===== config.mk =====
export PLATFORM = sky130hd
export DESIGN_NAME = utf8_line_decoder
export DESIGN_NICKNAME = d
export VERILOG_FILES = /design/src/hw/rtl/uld_pkg.sv /design/src/hw/rtl/uld_front.sv /design/src/hw/rtl/uld_queue.sv /design/src/hw/rtl/uld_back.sv /design/src/hw/rtl/utf8_line_decoder.sv
export SDC_FILE = /design/constraint.sdc
export NUM_CORES = 1
export LEC_CHECK = 0
export BUFFER_PORTS_ARGS = -buffer_cell sky130_fd_sc_hd__buf_2
export CAP_MARGIN = 20
export CORE_MARGIN = 4
export CORE_UTILIZATION = 57
export CTS_CLUSTER_DIAMETER = 100
export DETAILED_ROUTE_END_ITERATION = 6
export PLACE_DENSITY = 0.76
export SYNTH_ARGS = -nofsm -noshare
export SYNTH_HDL_FRONTEND = slang
export SYNTH_SLANG_ARGS = --single-unit

===== constraint.sdc =====
create_clock -name clk_i -period 5.7 [get_ports clk_i]
set_input_delay 0.285 -clock clk_i [delete_from_list [all_inputs] [get_ports clk_i]]
set_output_delay 0.285 -clock clk_i [all_outputs]
set_load 0.01 [all_outputs]

===== src/hw/rtl/uld_pkg.sv =====
`timescale 1ns / 1ps
// Shared types and constants for the UTF-8 line decoder.
// Used by the front end, the event queue, the back end and the top level.
package uld_pkg;

  typedef enum logic [1:0] {
    KIND_CHAR  = 2'd0,
    KIND_BREAK = 2'd1,
    KIND_ERROR = 2'd2,
    KIND_DONE  = 2'd3
  } kind_e;

  typedef enum logic [1:0] {
    ERR_NONE  = 2'd0,
    ERR_LEAD  = 2'd1,
    ERR_CONT  = 2'd2,
    ERR_TRUNC = 2'd3
  } err_e;

  typedef enum logic {
    ACT_DATA = 1'b0,
    ACT_END  = 1'b1
  } action_e;

  localparam logic [15:0] CP_BOM = 16'hFEFF;
  localparam logic [15:0] CP_CR  = 16'h000D;
  localparam logic [15:0] CP_LF  = 16'h000A;

  localparam logic [7:0] MASK_2B_LEAD = 8'hE0;
  localparam logic [7:0] CODE_2B_LEAD = 8'hC0;
  localparam logic [7:0] MASK_3B_LEAD = 8'hF0;
  localparam logic [7:0] CODE_3B_LEAD = 8'hE0;
  localparam logic [7:0] MASK_CONT    = 8'hC0;
  localparam logic [7:0] CODE_CONT    = 8'h80;

  localparam logic [1:0] SEQ_NONE = 2'd0;
  localparam logic [1:0] SEQ_TWO  = 2'd2;
  localparam logic [1:0] SEQ_THREE = 2'd3;

  // One classified request: an optional first result, then an optional done marker.
  typedef struct packed {
    logic        has_res;
    kind_e       kind;
    logic [15:0] code_point;
    err_e        error_code;
    logic        has_done;
  } evt_t;

endpackage


===== src/hw/rtl/uld_front.sv =====
`timescale 1ns / 1ps
// Front end: takes one request per cycle while accept_i is high, decodes UTF-8 and line state, emits events.
// Depends on uld_pkg.
module uld_front (
  input  logic          clk_i,
  input  logic          rst_ni,
  input  logic          accept_i,
  input  logic          action_i,
  input  logic [7:0]    data_byte_i,
  output logic          push_o,
  output uld_pkg::evt_t evt_o
);
  import uld_pkg::*;

  logic [1:0]  seq_length_q, seq_length_d;
  logic [1:0]  bytes_taken_q, bytes_taken_d;
  logic [15:0] code_accum_q, code_accum_d;
  logic        prev_was_cr_q, prev_was_cr_d;
  logic        line_nonempty_q, line_nonempty_d;
  logic        at_start_q, at_start_d;
  logic        error_seen_q, error_seen_d;

  logic        char_done;
  logic [15:0] char_word;
  logic [1:0]  taken_inc;
  logic [15:0] accum_or;
  evt_t        evt;

  assign taken_inc = bytes_taken_q + 2'd1;
  assign accum_or  = (seq_length_q == SEQ_THREE && bytes_taken_q == 2'd1)
                   ? (code_accum_q | {4'd0, data_byte_i[5:0], 6'd0})
                   : (code_accum_q | {10'd0, data_byte_i[5:0]});

  always_comb begin
    seq_length_d    = seq_length_q;
    bytes_taken_d   = bytes_taken_q;
    code_accum_d    = code_accum_q;
    prev_was_cr_d   = prev_was_cr_q;
    line_nonempty_d = line_nonempty_q;
    at_start_d      = at_start_q;
    error_seen_d    = error_seen_q;
    char_done       = 1'b0;
    char_word       = 16'd0;
    evt             = '0;
    evt.kind        = KIND_CHAR;
    evt.error_code  = ERR_NONE;

    if (action_i == ACT_END) begin
      if (!error_seen_q) begin
        if (seq_length_q != SEQ_NONE) begin
          evt.has_res    = 1'b1;
          evt.kind       = KIND_ERROR;
          evt.error_code = ERR_TRUNC;
        end else if (line_nonempty_q) begin
          evt.has_res = 1'b1;
          evt.kind    = KIND_BREAK;
        end
      end
      evt.has_done    = 1'b1;
      seq_length_d    = SEQ_NONE;
      bytes_taken_d   = 2'd0;
      code_accum_d    = 16'd0;
      prev_was_cr_d   = 1'b0;
      line_nonempty_d = 1'b0;
      at_start_d      = 1'b1;
      error_seen_d    = 1'b0;
    end else if (!error_seen_q) begin
      if (seq_length_q == SEQ_NONE) begin
        if (!data_byte_i[7]) begin
          char_done = 1'b1;
          char_word = {8'd0, data_byte_i};
        end else if ((data_byte_i & MASK_2B_LEAD) == CODE_2B_LEAD) begin
          seq_length_d  = SEQ_TWO;
          bytes_taken_d = 2'd1;
          code_accum_d  = {5'd0, data_byte_i[4:0], 6'd0};
        end else if ((data_byte_i & MASK_3B_LEAD) == CODE_3B_LEAD) begin
          seq_length_d  = SEQ_THREE;
          bytes_taken_d = 2'd1;
          code_accum_d  = {data_byte_i[3:0], 12'd0};
        end else begin
          error_seen_d   = 1'b1;
          evt.has_res    = 1'b1;
          evt.kind       = KIND_ERROR;
          evt.error_code = ERR_LEAD;
        end
      end else if ((data_byte_i & MASK_CONT) != CODE_CONT) begin
        error_seen_d   = 1'b1;
        seq_length_d   = SEQ_NONE;
        bytes_taken_d  = 2'd0;
        code_accum_d   = 16'd0;
        evt.has_res    = 1'b1;
        evt.kind       = KIND_ERROR;
        evt.error_code = ERR_CONT;
      end else if (taken_inc >= seq_length_q) begin
        seq_length_d  = SEQ_NONE;
        bytes_taken_d = 2'd0;
        code_accum_d  = 16'd0;
        char_done     = 1'b1;
        char_word     = accum_or;
      end else begin
        bytes_taken_d = taken_inc;
        code_accum_d  = accum_or;
      end
    end

    // Classify a completed character
    if (char_done) begin
      at_start_d = 1'b0;
      if (at_start_q && char_word == CP_BOM) begin
        // drop the byte-order mark
      end else if (char_word == CP_LF && prev_was_cr_q) begin
        prev_was_cr_d = 1'b0;
      end else if (char_word == CP_CR || char_word == CP_LF) begin
        prev_was_cr_d   = (char_word == CP_CR);
        line_nonempty_d = 1'b0;
        evt.has_res     = 1'b1;
        evt.kind        = KIND_BREAK;
      end else begin
        prev_was_cr_d   = 1'b0;
        line_nonempty_d = 1'b1;
        evt.has_res     = 1'b1;
        evt.kind        = KIND_CHAR;
        evt.code_point  = char_word;
      end
    end
  end

  assign evt_o  = evt;
  assign push_o = accept_i && (evt.has_res || evt.has_done);

  always_ff @(posedge clk_i or negedge rst_ni) begin
    if (!rst_ni) begin
      seq_length_q    <= SEQ_NONE;
      bytes_taken_q   <= 2'd0;
      code_accum_q    <= 16'd0;
      prev_was_cr_q   <= 1'b0;
      line_nonempty_q <= 1'b0;
      at_start_q      <= 1'b1;
      error_seen_q    <= 1'b0;
    end else if (accept_i) begin
      seq_length_q    <= seq_length_d;
      bytes_taken_q   <= bytes_taken_d;
      code_accum_q    <= code_accum_d;
      prev_was_cr_q   <= prev_was_cr_d;
      line_nonempty_q <= line_nonempty_d;
      at_start_q      <= at_start_d;
      error_seen_q    <= error_seen_d;
    end
  end

endmodule


===== src/hw/rtl/uld_queue.sv =====
`timescale 1ns / 1ps
// Short event queue between the front and back ends.
// Depends on uld_pkg for the event type.
module uld_queue #(
  parameter int DEPTH = 2
) (
  input  logic          clk_i,
  input  logic          rst_ni,
  input  logic          push_i,
  input  uld_pkg::evt_t push_data_i,
  input  logic          pop_i,
  output logic          full_o,
  output logic          nonempty_o,
  output uld_pkg::evt_t head_o
);
  import uld_pkg::*;

  localparam int PtrW = (DEPTH > 1) ? $clog2(DEPTH) : 1;
  localparam int CntW = $clog2(DEPTH + 1);
  localparam logic [PtrW-1:0] PtrLast = PtrW'(DEPTH - 1);
  localparam logic [CntW-1:0] CntFull = CntW'(DEPTH);

  evt_t            slots_q [DEPTH];
  logic [PtrW-1:0] wr_ptr_q, rd_ptr_q;
  logic [CntW-1:0] count_q;

  assign full_o     = (count_q == CntFull);
  assign nonempty_o = (count_q != '0);
  assign head_o     = slots_q[rd_ptr_q];

  always_ff @(posedge clk_i) begin
    if (push_i) begin
      slots_q[wr_ptr_q] <= push_data_i;
    end
  end

  always_ff @(posedge clk_i or negedge rst_ni) begin
    if (!rst_ni) begin
      wr_ptr_q <= '0;
      rd_ptr_q <= '0;
      count_q  <= '0;
    end else begin
      if (push_i) begin
        wr_ptr_q <= (wr_ptr_q == PtrLast) ? '0 : wr_ptr_q + PtrW'(1);
      end
      if (pop_i) begin
        rd_ptr_q <= (rd_ptr_q == PtrLast) ? '0 : rd_ptr_q + PtrW'(1);
      end
      if (push_i && !pop_i) begin
        count_q <= count_q + CntW'(1);
      end else if (pop_i && !push_i) begin
        count_q <= count_q - CntW'(1);
      end
    end
  end

endmodule


===== src/hw/rtl/uld_back.sv =====
`timescale 1ns / 1ps
// Back end: expands queued events into results and holds them in the output register.
// Depends on uld_pkg.
module uld_back (
  input  logic          clk_i,
  input  logic          rst_ni,
  input  logic          head_valid_i,
  input  uld_pkg::evt_t head_i,
  output logic          pop_o,
  output logic          valid_o,
  input  logic          stall_i,
  output logic [1:0]    kind_o,
  output logic [15:0]   code_point_o,
  output logic [1:0]    error_code_o,
  output logic          last_o
);
  import uld_pkg::*;

  logic        phase_q;
  logic        out_valid_q;
  logic [1:0]  kind_q, kind_d;
  logic [15:0] cp_q, cp_d;
  logic [1:0]  err_q, err_d;
  logic        last_q, last_d;
  logic        load;
  logic        use_first;

  assign use_first = head_i.has_res && !phase_q;
  assign load      = head_valid_i && (!out_valid_q || !stall_i);
  assign pop_o     = load && last_d;

  always_comb begin
    if (use_first) begin
      kind_d = head_i.kind;
      cp_d   = head_i.code_point;
      err_d  = head_i.error_code;
      last_d = !head_i.has_done;
    end else begin
      kind_d = KIND_DONE;
      cp_d   = 16'd0;
      err_d  = ERR_NONE;
      last_d = 1'b1;
    end
  end

  always_ff @(posedge clk_i or negedge rst_ni) begin
    if (!rst_ni) begin
      phase_q     <= 1'b0;
      out_valid_q <= 1'b0;
    end else begin
      if (load) begin
        phase_q     <= !last_d;
        out_valid_q <= 1'b1;
      end else if (!stall_i) begin
        out_valid_q <= 1'b0;
      end
    end
  end

  // Payload: hold while stalled
  always_ff @(posedge clk_i) begin
    if (load) begin
      kind_q <= kind_d;
      cp_q   <= cp_d;
      err_q  <= err_d;
      last_q <= last_d;
    end
  end

  assign valid_o      = out_valid_q;
  assign kind_o       = kind_q;
  assign code_point_o = cp_q;
  assign error_code_o = err_q;
  assign last_o       = last_q;

endmodule


===== src/hw/rtl/utf8_line_decoder.sv =====
`timescale 1ns / 1ps
// UTF-8 line decoder top level: front end, event queue, back end.
// A result passes from the event queue into the output register, which drives valid_o.
// Throughput: one byte per cycle while stall_o is low; an end request giving a line break or
// truncation error plus done marker yields two results through the single output register.
// Reset clears decode state, queue and output register at once; no clearing pass.
module utf8_line_decoder #(
  parameter int QUEUE_DEPTH = 2
) (
  input  logic        clk_i,
  input  logic        rst_ni,
  input  logic        valid_i,
  output logic        stall_o,
  input  logic        action_i,
  input  logic [7:0]  data_byte_i,
  output logic        valid_o,
  input  logic        stall_i,
  output logic [1:0]  kind_o,
  output logic [15:0] code_point_o,
  output logic [1:0]  error_code_o,
  output logic        last_o
);
  import uld_pkg::*;

  logic accept;
  logic push;
  logic pop;
  logic full;
  logic nonempty;
  evt_t push_evt;
  evt_t head_evt;

  assign stall_o = full;
  assign accept  = valid_i && !full;

  uld_front u_front (
    .clk_i       (clk_i),
    .rst_ni      (rst_ni),
    .accept_i    (accept),
    .action_i    (action_i),
    .data_byte_i (data_byte_i),
    .push_o      (push),
    .evt_o       (push_evt)
  );

  uld_queue #(
    .DEPTH (QUEUE_DEPTH)
  ) u_queue (
    .clk_i       (clk_i),
    .rst_ni      (rst_ni),
    .push_i      (push),
    .push_data_i (push_evt),
    .pop_i       (pop),
    .full_o      (full),
    .nonempty_o  (nonempty),
    .head_o      (head_evt)
  );

  uld_back u_back (
    .clk_i        (clk_i),
    .rst_ni       (rst_ni),
    .head_valid_i (nonempty),
    .head_i       (head_evt),
    .pop_o        (pop),
    .valid_o      (valid_o),
    .stall_i      (stall_i),
    .kind_o       (kind_o),
    .code_point_o (code_point_o),
    .error_code_o (error_code_o),
    .last_o       (last_o)
  );

endmodule


==> impl.org <==
** Synth
- Warnings from Yosys :: 0
- The most used flip-flop cell after synthesis is sky130_fd_sc_hd__edfxtp_1.
- By area, the combinational part of the netlist is dominated by simple AND/OR/NAND/NOR gates.
- Arithmetic-cell share of the synthesized area counting full adders, half adders and majority gates :: 0.0111
- Share of synthesized area spent on multiplexers :: 0.0493
- Ranking of synthesized cells by area :: sky130_fd_sc_hd__edfxtp_1 43%, sky130_fd_sc_hd__dfrtp_1 16%, sky130_fd_sc_hd__mux2i_1 4.7%
- Xor and xnor area share after synthesis :: 0.00779
- Counting flops and latches in the post-synthesis netlist gives 95.
- Fraction of synthesis flops using an asynchronous set or reset pin :: 0.316
- Share of the synthesized area in the top cell type :: 0.434
- Syn Std Cell Area :: 4500 sq um
- Complex-gate fraction of the synthesized area :: 0.146
- Of the total synthesized cell area, the portion taken by AND, OR, NAND and NOR gates is 0.155.
- Of the synthesized area, sequential elements account for 0.601.
- Cell type with the largest total area after synthesis :: sky130_fd_sc_hd__edfxtp_1
- Cells after synthesis :: 398
- Yosys mapped a number of flops with a built-in enable equal to 65.
- Synthesized netlist net count :: 415
- A synthesized cell averages 11.3 sq um.
- The number of different library cells used by synthesis comes to 60.

** Timing
- Final Critical Period :: 3.81 ns
- Slew headroom :: 0.294
- Setup violations remaining at the end of the flow were counted as 0.
- RSZ-0062 raised after global routing :: false
- For the final database, setup skew stands at 0.0145 ns.
- Measured slew at the worst slew-check pin :: 1.05 ns
- Achievable Freq :: 262 MHz
- For the final routed database, the setup TNS stands at 0 ns.
- Hold Vio Cnt, Final :: 0
- The final max-slew violation count came to 0.
- Crit share post-route :: 0.669

** Placement
- Summed over all nets, the half-perimeter wirelength after detailed placement is 6.81 mm.
- Placed instance area :: 4760 sq um
- Counting tap cells, the placed design contains a total of 519 instances.
- Buffers added on ports :: 35
- The congestion estimate from routability-driven global placement came to 0.923.

** Clocking
- The later pin in the worst-skew pair is clocked with a latency of 0.36 ns.
- Maximum level of the CTS H-tree :: 3
- The number of clock buffers added by TritonCTS is 9.
- Clock tree from TritonCTS :: done
- In this run the clock root is driven by a sky130_fd_sc_hd__clkbuf_8.
- Post-CTS setup buffer count :: 0
- The clock passes through at most 2 buffers.
- After clock tree synthesis, the clock-pin slew on the worst setup and hold paths is 0.10 ns.
- Sinks on the clock net :: 95

** Global routing
- Global-route wire length before repair :: 16.1 mm
- Global-route usage over all layers :: 0.212
- Global routing finished with a remaining overflow of 0.
- The number of antenna violations at the first check in global routing is 0.
- The number of global-route vias before repair is 3148.
- Entering global routing, the biggest net connects 31 pins.

** Detailed routing
- Summed over all layers, the routed wires come to 9.58 mm.
- Starting DRT DRC Count :: 336
- In the routed layout, each cell is associated on average with a via count of 6.05.
- The final route contains 3243 vias.
- Number of detailed-route iterations in the first pass :: 5
- In the final routed layout, each cell accounts on average for 17.9 um.
- The detail route stage leaves a number of antenna-violating nets equal to 0.
- Remaining DRCs :: 0

** Final layout
- Relative to the synthesized area, the layout overhead comes to 10.3%.
- The layout has 590 filler cells.
- Final cell count without fillers :: 536
- With fillers left out, the area of the finished cells amounts to 4960 sq um.
- Fraction of final layout cells sized beyond drive strength 1 :: 0.166
- Antenna diode count :: 0
- After the last flow step, the layout net total stands at 446.

** Pwr
- Cell area power density :: 488 nW/um^2
- Summed over all nets, the switching power comes to 0.934 mW.
- Of the total power, the share spent switching nets is 0.386.
- The internal portion of the total power is 1.49 mW.
- Share of power burned in combinational logic :: 0.357
- Power comes to 2.42 mW.
- The share of total power dissipated in sequential elements is 0.467.
- For this design the static power due to leakage is 1.92 nW.
- Clk pwr share :: 0.176
- Worst IR Drop VDD :: 0.245 mV

** Worst hold path
- The tightest min-delay check is of the in -> reg type.

** Floorplan
- Area of the core region :: 7690 sq um
- The floorplan has 32 rows.
- In this run the vertical extent of the chip is 96.8 um.
- Initial Utilization :: 0.585
- Die footprint :: 9370 sq um
- In this run the count of I/O pins placed on the die edge is 36.
- Die outline width :: 96.8 um

** Critical path
- CP Data Required Time :: 5.99 ns
- Worst-path maximum fanout :: 12
- STA classifies the critical path startpoint as a flop.
- Critical Setup Path Class :: reg -> reg
- Arrival time of the worst setup path :: 4.11 ns
- Category of the worst setup path capture point :: flop

** Job
- The tool flagged a number of max-cap violations equal to 0.

** Outcome
- Status :: finished clean
repair_timing:
item,4_1_cts,5_1_grt
gates resized for setup,0,0
hold endpoints to repair,29,0
hold buffers,1,0
setup endpoints to repair,0,0
synthesized netlist by cell type, drive strengths merged (4+ instances only):
library cell / count
nor2: 53
edfxtp: 65
inv: 12
nand3: 11
or4: 4
a211o: 4
a21o: 4
mux2i: 21
o21ai: 10
nor4: 4
dfrtp: 29
nor3: 13
o31ai: 11
nor2b: 5
or3: 5
a21oi: 32
nand2: 32
clkbuf: 16
a22oi: 7
nand2b: 5
ha: 4
buf: 4
or2: 4
critical path, stage by stage (launching register included):
cell	delay, ns
sky130_fd_sc_hd__dfrtp_1	0.43
sky130_fd_sc_hd__ha_1	0.29
sky130_fd_sc_hd__inv_1	0.06
sky130_fd_sc_hd__ha_1	0.32
sky130_fd_sc_hd__a21oi_1	0.66
sky130_fd_sc_hd__o32ai_1	0.23
sky130_fd_sc_hd__nor4_1	0.42
sky130_fd_sc_hd__nand2_1	0.17
sky130_fd_sc_hd__a31oi_1	0.40
sky130_fd_sc_hd__a21oi_1	0.13
sky130_fd_sc_hd__ha_1	0.22
sky130_fd_sc_hd__xor2_1	0.14
sky130_fd_sc_hd__nor2_1	0.12
sky130_fd_sc_hd__xor2_1	0.15
sequential cells by signal (all words and copies together), names as in the netlist, 2 cells and up:
name,count
u_back.kind_o,2
u_front.code_accum_q,16
u_back.error_code_o,2
u_front.bytes_taken_q,2
u_front.seq_length_q,2
u_back.code_point_o,16
u_queue.slots_q,44
u_queue.count_q,2
power by group through the flow:
stage          sequential [mW]  combinational, mW  clock [mW]
2_1_floorplan             1.14              0.610           0
3_3_place_gp              1.14              0.838           0
3_5_place_dp              1.14              0.867           0
4_1_cts                   1.13              0.870       0.433
5_1_grt                   1.15              0.961       0.470
6_report                  1.13              0.865       0.425
final cells by class:
class                   instances  area [sq um]  share of cell area
flip-flops and latches         95          2700               0.545
multi-input cells             270          1670               0.338
repair buffers                 40           215              0.0434
well taps                     102           128              0.0257
clock buffers                   9           124              0.0250
clock inverters                 7          65.1              0.0131
inverters                      13          48.8             0.00984
kinds of logic (layout without fill, tap and decap cells):
| kind of cell | count (synthesis) | count (layout) |
|---|---|---|
| AND/OR/NAND/NOR | 144 | 144 |
| AO/OA/AOI/OAI | 96 | 96 |
| flip-flops | 95 | 95 |
| buffers and inverters | 33 | 69 |
| multiplexers | 22 | 22 |
| adder cells (fa/ha/maj) | 4 | 4 |
| XOR/XNOR | 4 | 4 |
final timing paths:
kind                                                 startpoint                                   end  slack (ns)  cells after the start
max                        u_front.bytes_taken_q[0]$_DFFE_PN0P_        u_queue.count_q[1]$_DFFE_PN0P_        1.89                     13
min                                                     stall_i            u_back.valid_o$_DFFE_PN0P_        0.15                      3
max reg2reg                u_front.bytes_taken_q[0]$_DFFE_PN0P_        u_queue.count_q[1]$_DFFE_PN0P_        1.89                     13
min reg2reg                      u_queue.count_q[1]$_DFFE_PN0P_        u_queue.count_q[1]$_DFFE_PN0P_        0.50                      1
max in group asynchronous                                rst_ni  u_front.code_accum_q[15]$_DFFE_PN0P_        4.74                      2
min in group asynchronous                                rst_ni      u_front.error_seen_q$_DFFE_PN0P_        0.50                      2
placed cells by master, fill, tap and decap left out, types with 5 or more instances in the layout:
cell type	instances
sky130_fd_sc_hd__or3_1	5
sky130_fd_sc_hd__nand3_1	10
sky130_fd_sc_hd__o21ai_0	9
sky130_fd_sc_hd__a22oi_1	7
sky130_fd_sc_hd__dfrtp_1	29
sky130_fd_sc_hd__inv_1	12
sky130_fd_sc_hd__nor2b_1	5
sky130_fd_sc_hd__clkbuf_8	9
sky130_fd_sc_hd__edfxtp_1	65
sky130_fd_sc_hd__buf_2	35
sky130_fd_sc_hd__mux2i_1	21
sky130_fd_sc_hd__nor3_1	12
sky130_fd_sc_hd__nand2_1	32
sky130_fd_sc_hd__nor2_1	52
sky130_fd_sc_hd__nand2b_1	5
sky130_fd_sc_hd__o31ai_1	11
sky130_fd_sc_hd__a21oi_1	30
stage by stage:
stage          hold slack, ns  worst slack [ns]   util
3_5_place_dp            0.369              1.98  0.619
3_3_place_gp            0.368              2.10  0.619
5_1_grt                 0.163              1.48  0.645
2_1_floorplan         -0.0106              1.52      -
6_report                0.152              1.89  0.645
4_1_cts                 0.141              1.95  0.645
layer usage:
metal	up-vias	global-route usage	wire length [um]
met5	-	0	0
met4	0	0.0551	120
li1	1548	-	-
met3	15	0.0440	587
met2	124	0.343	4740
met1	1556	0.294	4140
Power figures use the tool's default switching activity.
